--- src/spq_pkg.sv ---
// Shared types and codes for the sorted priority queue.
`timescale 1ns / 1ps
package spq_pkg;

  localparam int DEPTH_DEF = 16;
  localparam int KEY_WIDTH_DEF = 8;
  localparam int TAG_WIDTH_DEF = 16;

  localparam logic FUNC_PUSH = 1'b0;
  localparam logic FUNC_POP = 1'b1;

  typedef enum logic [1:0] {
    ST_OK    = 2'd0,
    ST_EMPTY = 2'd1,
    ST_FULL  = 2'd2
  } status_t;

  typedef struct packed {
    logic push;
    logic pop;
  } cell_ctrl_t;

endpackage

--- src/spq_cell.sv ---
// One storage cell of the sorted chain: compares, loads, or shifts its entry.
`timescale 1ns / 1ps
module spq_cell
  import spq_pkg::*;
#(
  parameter int KEY_WIDTH = KEY_WIDTH_DEF,
  parameter int TAG_WIDTH = TAG_WIDTH_DEF
) (
  input  logic                 clk,
  input  cell_ctrl_t           ctrl,
  input  logic                 occupied,
  input  logic [KEY_WIDTH-1:0] new_key,
  input  logic [TAG_WIDTH-1:0] new_tag,
  input  logic                 left_gt,
  input  logic [KEY_WIDTH-1:0] left_key,
  input  logic [TAG_WIDTH-1:0] left_tag,
  input  logic [KEY_WIDTH-1:0] right_key,
  input  logic [TAG_WIDTH-1:0] right_tag,
  output logic                 gt,
  output logic [KEY_WIDTH-1:0] key,
  output logic [TAG_WIDTH-1:0] tag
);

  // A free cell counts as greater, so a new entry lands after every held key not greater than it.
  assign gt = !occupied || (key > new_key);

  always_ff @(posedge clk) begin
    if (ctrl.push) begin
      if (gt && !left_gt) begin
        key <= new_key;
        tag <= new_tag;
      end else if (gt) begin
        key <= left_key;
        tag <= left_tag;
      end
    end else if (ctrl.pop) begin
      key <= right_key;
      tag <= right_tag;
    end
  end

endmodule

--- src/sorted_priority_queue.sv ---
// Top level of the sorted priority queue built as a chain of compare-and-shift cells.
//
//   channel  direction  handshake              payload
//   in       request    in_valid / in_ready    func, item_key, item_tag
//   out      result     out_valid / out_ready  out_key, out_tag, status, fill_count
//
// All cells compare against the new key at once and either load, shift from a neighbor,
// or hold, so a request can be accepted each cycle while no result waits on out_ready.
// The result is registered and appears in the cycle after acceptance.
// A waiting result stalls input only while out_ready is low.
// Reset clears the entry count and the result valid flag; cell contents and result
// fields are not cleared.
`timescale 1ns / 1ps
module sorted_priority_queue
  import spq_pkg::*;
#(
  parameter int DEPTH = DEPTH_DEF,
  parameter int KEY_WIDTH = KEY_WIDTH_DEF,
  parameter int TAG_WIDTH = TAG_WIDTH_DEF,
  parameter int CNT_W = $clog2(DEPTH + 1)
) (
  input  logic                 clk,
  input  logic                 rst,
  input  logic                 in_valid,
  output logic                 in_ready,
  input  logic                 func,
  input  logic [KEY_WIDTH-1:0] item_key,
  input  logic [TAG_WIDTH-1:0] item_tag,
  output logic                 out_valid,
  input  logic                 out_ready,
  output logic [KEY_WIDTH-1:0] out_key,
  output logic [TAG_WIDTH-1:0] out_tag,
  output logic [1:0]           status,
  output logic [CNT_W-1:0]     fill_count
);

  localparam logic [CNT_W-1:0] FULL_COUNT = CNT_W'(DEPTH);

  logic [CNT_W-1:0]     count;
  logic [CNT_W-1:0]     count_next;
  logic                 accept;
  logic                 is_full;
  logic                 is_empty;
  cell_ctrl_t           ctrl;
  logic [DEPTH-1:0]     cell_gt;
  logic [KEY_WIDTH-1:0] cell_key [DEPTH];
  logic [TAG_WIDTH-1:0] cell_tag [DEPTH];

  assign in_ready = !out_valid || out_ready;
  assign accept = in_valid && in_ready;
  assign is_full = (count == FULL_COUNT);
  assign is_empty = (count == '0);

  always_comb begin
    ctrl.push = accept && (func == FUNC_PUSH) && !is_full;
    ctrl.pop = accept && (func == FUNC_POP) && !is_empty;
    count_next = count;
    if (ctrl.push) begin
      count_next = count + CNT_W'(1);
    end else if (ctrl.pop) begin
      count_next = count - CNT_W'(1);
    end
  end

  for (genvar i = 0; i < DEPTH; i++) begin : g_cell
    localparam logic [CNT_W-1:0] IDX = CNT_W'(i);
    logic                 l_gt;
    logic [KEY_WIDTH-1:0] l_key;
    logic [TAG_WIDTH-1:0] l_tag;
    logic [KEY_WIDTH-1:0] r_key;
    logic [TAG_WIDTH-1:0] r_tag;

    if (i == 0) begin : g_first
      assign l_gt = 1'b0;
      assign l_key = '0;
      assign l_tag = '0;
    end else begin : g_mid
      assign l_gt = cell_gt[i-1];
      assign l_key = cell_key[i-1];
      assign l_tag = cell_tag[i-1];
    end

    if (i == DEPTH - 1) begin : g_last
      assign r_key = '0;
      assign r_tag = '0;
    end else begin : g_inner
      assign r_key = cell_key[i+1];
      assign r_tag = cell_tag[i+1];
    end

    spq_cell #(
      .KEY_WIDTH(KEY_WIDTH),
      .TAG_WIDTH(TAG_WIDTH)
    ) u_cell (
      .clk      (clk),
      .ctrl     (ctrl),
      .occupied (IDX < count),
      .new_key  (item_key),
      .new_tag  (item_tag),
      .left_gt  (l_gt),
      .left_key (l_key),
      .left_tag (l_tag),
      .right_key(r_key),
      .right_tag(r_tag),
      .gt       (cell_gt[i]),
      .key      (cell_key[i]),
      .tag      (cell_tag[i])
    );
  end

  always_ff @(posedge clk) begin
    if (rst) begin
      count <= '0;
      out_valid <= 1'b0;
    end else begin
      count <= count_next;
      if (accept) begin
        out_valid <= 1'b1;
      end else if (out_ready) begin
        out_valid <= 1'b0;
      end
    end
    if (accept) begin
      fill_count <= count_next;
      out_key <= '0;
      out_tag <= '0;
      status <= ST_OK;
      if (func == FUNC_PUSH) begin
        if (is_full) begin
          status <= ST_FULL;
        end
      end else if (is_empty) begin
        status <= ST_EMPTY;
      end else begin
        out_key <= cell_key[0];
        out_tag <= cell_tag[0];
      end
    end
  end

endmodule

--- config.mk ---
export PLATFORM = sky130hd
export DESIGN_NAME = sorted_priority_queue
export DESIGN_NICKNAME = d
export VERILOG_FILES = /design/src/spq_pkg.sv /design/src/spq_cell.sv /design/src/sorted_priority_queue.sv
export SDC_FILE = /design/constraint.sdc
export NUM_CORES = 1
export LEC_CHECK = 0
export BUFFER_PORTS_ARGS = -buffer_cell sky130_fd_sc_hd__buf_2
export CORE_ASPECT_RATIO = 1.5
export CORE_MARGIN = 2
export CORE_UTILIZATION = 60
export CTS_CLUSTER_SIZE = 12
export DETAILED_ROUTE_END_ITERATION = 16
export PLACE_DENSITY = 0.77
export SYNTH_ARGS = -nofsm -noshare
export SYNTH_HDL_FRONTEND = slang
export SYNTH_SLANG_ARGS = --single-unit
--- constraint.sdc ---
create_clock -name clk -period 6.3 [get_ports clk]
set_input_delay 0.63 -clock clk [delete_from_list [all_inputs] [get_ports clk]]
set_output_delay 0.63 -clock clk [all_outputs]
set_load 0.005 [all_outputs]
==> results of run 1 <==
==> sequential cells by signal (all words and copies together), names as in the netlist <==
name / flops
status: 2
fill_count: 5
out_tag: 16
count: 5
out_valid: 1
g_cell.u_cell.key: 128
out_key: 8
g_cell.u_cell.tag: 256
==> metal layers <==
metal,share of wire (%),GRT usage [%],wire length (um),vias up
li1,-,-,-,9301
met3,9.6,6.34,8150,437
met5,0,0,0,-
met4,9.5,31.3,8080,0
met2,46,61.9,39400,1542
met1,34,46.9,29200,10600
==> critical path: cells and delay by family, from the launching register on <==
family | cells | cell delay (ns)
AO/OA/AOI/OAI | 1 | 0.10
buffers and inverters | 4 | 1.82
AND/OR/NAND/NOR | 2 | 0.87
adder cells (fa/ha/maj) | 1 | 0.31
flip-flops | 1 | 0.80
==> worst paths after layout <==
kind                                               start                       end  cells after the start
worst max-delay path                            count[1]  g_cell[13].u_cell.key[4]                      8
worst min register to register  g_cell[15].u_cell.tag[8]  g_cell[14].u_cell.tag[8]                      2
worst min-delay path                                 rst                 out_valid                      2
worst max register to register                  count[1]  g_cell[13].u_cell.key[4]                      8
==> power breakdown <==
part / internal (mW) / switching [mW]
registers: 3.89 / 0.432
logic: 0.898 / 2.11
clock network: 1.25 / 1.10
==> cells by family after synthesis <==
| kind of cell | count (synthesis) |
|---|---|
| compound gates | 837 |
| xor+xnor | 5 |
| fa+ha+maj | 132 |
| buf+inv | 251 |
| flops | 421 |
| mux | 24 |
| simple gates | 749 |
==> Yosys cell counts, drive strengths merged, types with 31 or more instances <==
library cell	count	area share, %
nand4	47	1.2
o21ai	73	1.5
nor2	88	1.3
nor3	33	0.74
nand2	410	6.2
inv	31	0.47
and2	45	1.1
buf	80	1.6
a221o	71	2.8
edfxtp	415	50
nand3	38	0.76
ha	132	6.6
clkbuf	140	2.1
a31oi	74	1.9
a21oi	149	3.0
o211ai	342	11
or3	37	0.93
==> cell type report <==
cell class              count  area [sq um]
clock buffers              60          1140
clock inverters             6          46.3
fillers                  3250         14200
inverters                  31           116
multi-input cells        1747         11600
flip-flops and latches    421         12600
well taps                 558           698
repair buffers            121           793
==> metrics by stage <==
step                area [sq um]  worst slack (ns)  cells  util [%]  hold WS (ns)
finish                     26900              1.84   2944      65.5         0.313
global route               26900              1.74   2944      65.5         0.323
CTS                        26900              2.00   2944      65.5         0.302
detailed placement         25800              1.74   2878      62.6         0.531
global placement           25800              1.74   2878      62.6         0.521
floorplan                  25000              2.07   2419         -         0.514
==> flow_metrics.env, run 1 <==
export IMPL_syn_num_nets=2580
export IMPL_drcViolationCount=0
export IMPL_powerDensity_mw_per_mm2=359
export IMPL_cp_common_cell="buf_4"
export IMPL_globalRoute_totalOverflow=0
export IMPL_synth_seq_area_share_pct=50.3
export IMPL_start_util_pct=60.9
export IMPL_cts_path_max_buffers=3
export IMPL_cp_arrival_ns=4.74
export IMPL_drv_slew=0
export IMPL_cp_end_kind="register"
export IMPL_viasPerCell=7.43
export IMPL_synthAdderAreaFrac_pct=6.60
export IMPL_worst_setup_path_start_kind="register"
export IMPL_cts_tree="yes"
export IMPL_area_delta_synth_final_pct=7.68
export IMPL_layout_commonest_cell="edfxtp_1"
export IMPL_wl_per_cell_um=28.8
export IMPL_wl_um=84900
export IMPL_fin_crit_ns=4.46
export IMPL_gp_congestion=1.03
export IMPL_synthCells=2419
export IMPL_vias=21900
export IMPL_num_io_pins=62
export IMPL_skew_ns=0.0193
export IMPL_ys_ff_latch=421
export IMPL_reg2reg_slack_ns=1.84
export IMPL_final_cell_mix="edfxtp_1 (415), nand2_1 (409), o211ai_1 (321)"
export IMPL_hold_class="input port to register"
export IMPL_crit_type="register to register"
export IMPL_dieArea_sq_mm=0.0434
export IMPL_cp_slowest_cell="dfxtp_1"
export IMPL_cts_sinks=421
export IMPL_synthArstFlopShare_pct=0
export IMPL_yosys_warnings=0
export IMPL_die_w_um=171
export IMPL_synth_compound_area_share_pct=24.2
export IMPL_synth_edf_count=415
export IMPL_timing_hold_violations_final=0
export IMPL_crit_chain="inv_1, ha_1, nand4bb_1, and4b_4, buf_12, buf_4, a21oi_2, buf_4"
export IMPL_numCtsBuffers=42
export IMPL_grt_pass1_wl_um=128000
export IMPL_fin_crit_sh_pct=70.8
export IMPL_drt_first_pass_iters=7
export IMPL_critPathMaxFanout=158
export IMPL_fin_nets=2525
export IMPL_synth_area_mux_share_pct=0.960
export IMPL_synth_top_family_by_area="compound AO/OA/AOI/OAI gates"
export IMPL_antenna_cells=0
export IMPL_clock_latency_ns=0.58
export IMPL_cp_slowest_stage_delay_ns=0.80
export IMPL_tightest_slew_ns=1.31
export IMPL_clk_pin_slew_ns=0.06
export IMPL_synth_cell_types=62
export IMPL_fp_dieH_um=254
export IMPL_dp_final_hpwl_um=56400
export IMPL_syn_area_per_cell_sq_um=10.3
export IMPL_synth_simple_gate_area_share_pct=13.6
export IMPL_cts_root_buf="clkbuf_16"
export IMPL_synthesis_area_sq_mm=0.0250
export IMPL_grt_max_degree=159
export IMPL_status="complete, no violations"
export IMPL_fmax_mhz=224
export IMPL_drive_gt1_share_pct=10.5
export IMPL_max_slew_margin_rel_pct=12.6
export IMPL_cts_resized=0
export IMPL_htree_levels=2
export IMPL_drtIter0Drc=2906
export IMPL_grt_pass1_vias=21600
export IMPL_antenna_found_initial=0
export IMPL_rows=91
export IMPL_p_leak_nw=9.72
export IMPL_ant_nets=0
export IMPL_portBuffers=61
export IMPL_cp_required_ns=6.58
export IMPL_core_area_sq_mm=0.0411
export IMPL_synth_ff_type="edfxtp_1"
export IMPL_grt_usage_pct=39.0
export IMPL_cts_hold_buffers=0
export IMPL_ir_drop_mv=0.263
export IMPL_p_total_mw=9.68
export IMPL_setup_viol=0
export IMPL_postCtsSetupRepairBufs=0
export IMPL_rsz0062_at_grt="no"
export IMPL_drv_cap=0
export IMPL_yosys_area_share_xor_xnor_pct=0.175
export IMPL_finalSetupTns_ns=0
No activity file was read; power rests on OpenSTA's default activity.
==> inputs of run 2 (changes only) <==
==> constraint.sdc (replaced) <==
create_clock -name clk -period 4.5 [get_ports clk]
set_input_delay 0.45 -clock clk [delete_from_list [all_inputs] [get_ports clk]]
set_output_delay 0.45 -clock clk [all_outputs]
set_load 0.005 [all_outputs]
==> flow_metrics.env, run 2 (synthesis gave the netlist of run 1 again) <==
export IMPL_status="complete, no violations"
export IMPL_p_total_mw=13.6
export IMPL_p_seq_share_pct=44.4
export IMPL_cts_hold_buffers=0
export IMPL_skew_ns=0.0104
export IMPL_internal_power_mw=8.63
export IMPL_pwr_share_comb_pct=30.3
export IMPL_cp_end_kind="register"
export IMPL_powerDensity_mw_per_mm2=498
export IMPL_area_delta_synth_final_pct=8.96
export IMPL_num_io_pins=62
export IMPL_final_cell_mix="edfxtp_1 (415), nand2_1 (410), o211ai_1 (321)"
export IMPL_die_w_um=171
export IMPL_clk_pin_slew_ns=0.06
export IMPL_utilization_pct=66.3
export IMPL_portBuffers=61
export IMPL_critPathMaxFanout=24
export IMPL_timing_hold_violations_final=0
export IMPL_p_leak_nw=9.92
export IMPL_cts_resized=0
export IMPL_wl_per_cell_um=27.0
export IMPL_drive_gt1_share_pct=11.8
export IMPL_globalRoute_totalOverflow=0
export IMPL_cts_sinks=421
export IMPL_drv_cap=0
export IMPL_fin_nets=2559
export IMPL_worst_setup_path_start_kind="register"
export IMPL_viasPerCell=7.16
export IMPL_wl_um=80600
export IMPL_cts_tree="yes"
export IMPL_htree_levels=2
export IMPL_dieArea_sq_mm=0.0434
export IMPL_clock_latency_ns=0.57
export IMPL_fin_crit_ns=3.54
export IMPL_stdcell_count=2983
export IMPL_fin_crit_sh_pct=78.6
export IMPL_gp_congestion=0.948
export IMPL_drcViolationCount=0
export IMPL_vias=21400
export IMPL_numCtsBuffers=43
export IMPL_whs_ns=0.138
export IMPL_p_switching_mw=4.95
export IMPL_cts_path_max_buffers=3
export IMPL_rsz0062_at_grt="no"
export IMPL_setup_viol=0
export IMPL_tightest_slew_ns=1.30
export IMPL_top_register="g_cell.u_cell.tag"
export IMPL_drtIter0Drc=2863
export IMPL_rows=91
export IMPL_start_util_pct=60.9
export IMPL_cp_required_ns=4.79
export IMPL_drv_slew=0
export IMPL_ant_nets=0
export IMPL_cp_arrival_ns=3.83
export IMPL_switching_share_pct=36.4
export IMPL_reg_top3="g_cell.u_cell.tag (256), g_cell.u_cell.key (128), out_tag (16)"
export IMPL_drt_first_pass_iters=6
export IMPL_hold_class="input port to register"
export IMPL_max_slew_margin_rel_pct=13.0
export IMPL_grt_max_degree=143
export IMPL_cts_root_buf="clkbuf_16"
export IMPL_fp_dieH_um=254
export IMPL_dp_final_hpwl_um=55700
export IMPL_antenna_found_initial=1
export IMPL_crit_type="register to register"
export IMPL_grt_usage_pct=37.3
export IMPL_grt_pass1_wl_um=123000
export IMPL_grt_pass1_vias=21300
export IMPL_layout_commonest_cell="edfxtp_1"
export IMPL_largest_register_ffs=256
export IMPL_dp_cells=2911
export IMPL_ir_drop_mv=0.346
export IMPL_finalSetupTns_ns=0
export IMPL_fmax_mhz=283
export IMPL_core_area_sq_mm=0.0411
export IMPL_p_clk_share_pct=25.3
export IMPL_postCtsSetupRepairBufs=0
[run 2: cell types whose count changed in the layout (fill, tap and decap cells not counted), sizes merged]
cell | previous run | this run
buf | 121 | 154
clkinv | 4 | 8
diode | 0 | 3
bufinv | 0 | 1
clkbuf | 60 | 59
inv | 33 | 32
[run 2: stage by stage]
| step | worst slack [ns] | area [sq um] |
|---|---|---|
| floorplan | 0.452 | 25000 |
| global placement | 0.931 | 26000 |
| detailed placement | 0.871 | 26000 |
| CTS | 1.08 | 27200 |
| global route | 0.916 | 27200 |
| finish | 0.963 | 27300 |
[run 2: layout make-up]
cell class | count | area [sq um]
Antenna cell | 3 | 7.51
Clock buffer | 59 | 1180
Clock inverter | 10 | 83.8
Fill cell | 3158 | 13800
Inverter | 31 | 116
Multi-Input combinational cell | 1747 | 11500
Sequential cell | 421 | 12600
Tap cell | 558 | 698
Timing Repair Buffer | 154 | 1080
[run 2: per-layer routing]
layer / up-vias / wire, um / share of wire, % / track usage (%)
li1: 9407 / - / - / -
met1: 10300 / 28600 / 35 / 44.8
met2: 1279 / 38100 / 47 / 60.3
met3: 363 / 6530 / 8.1 / 5.20
met4: 0 / 7320 / 9.1 / 29.1
met5: - / 0 / 0 / 0
[run 2: path summary, 6_finish.rpt]
kind | from | end | slack [ns] | cells past startpoint
setup / recovery | count[4] | g_cell[2].u_cell.tag[15] | 0.96 | 6
hold / removal | in_valid | out_valid | 0.14 | 3
setup reg to reg | count[4] | g_cell[2].u_cell.tag[15] | 0.96 | 6
hold reg to reg | g_cell[15].u_cell.tag[14] | g_cell[14].u_cell.tag[14] | 0.55 | 2
[run 2: power groups by stage]
| stage | clock network, mW | logic (mW) | registers (mW) |
|---|---|---|---|
| 2_1_floorplan | 0 | 2.79 | 5.80 |
| 3_3_place_gp | 0 | 3.85 | 6.07 |
| 3_5_place_dp | 0 | 3.98 | 6.08 |
| 4_1_cts | 3.43 | 4.01 | 6.01 |
| 5_1_grt | 3.55 | 4.46 | 6.08 |
| 6_report | 3.43 | 4.12 | 6.03 |
[run 2: worst max-delay path, stage by stage (launching register included)]
cell      delay (ns)
dfxtp_1         0.52
nor3_2          0.73
o21ai_0         0.55
o211ai_1        0.33
buf_4           0.34
or2_2           0.57
o211ai_1        0.20
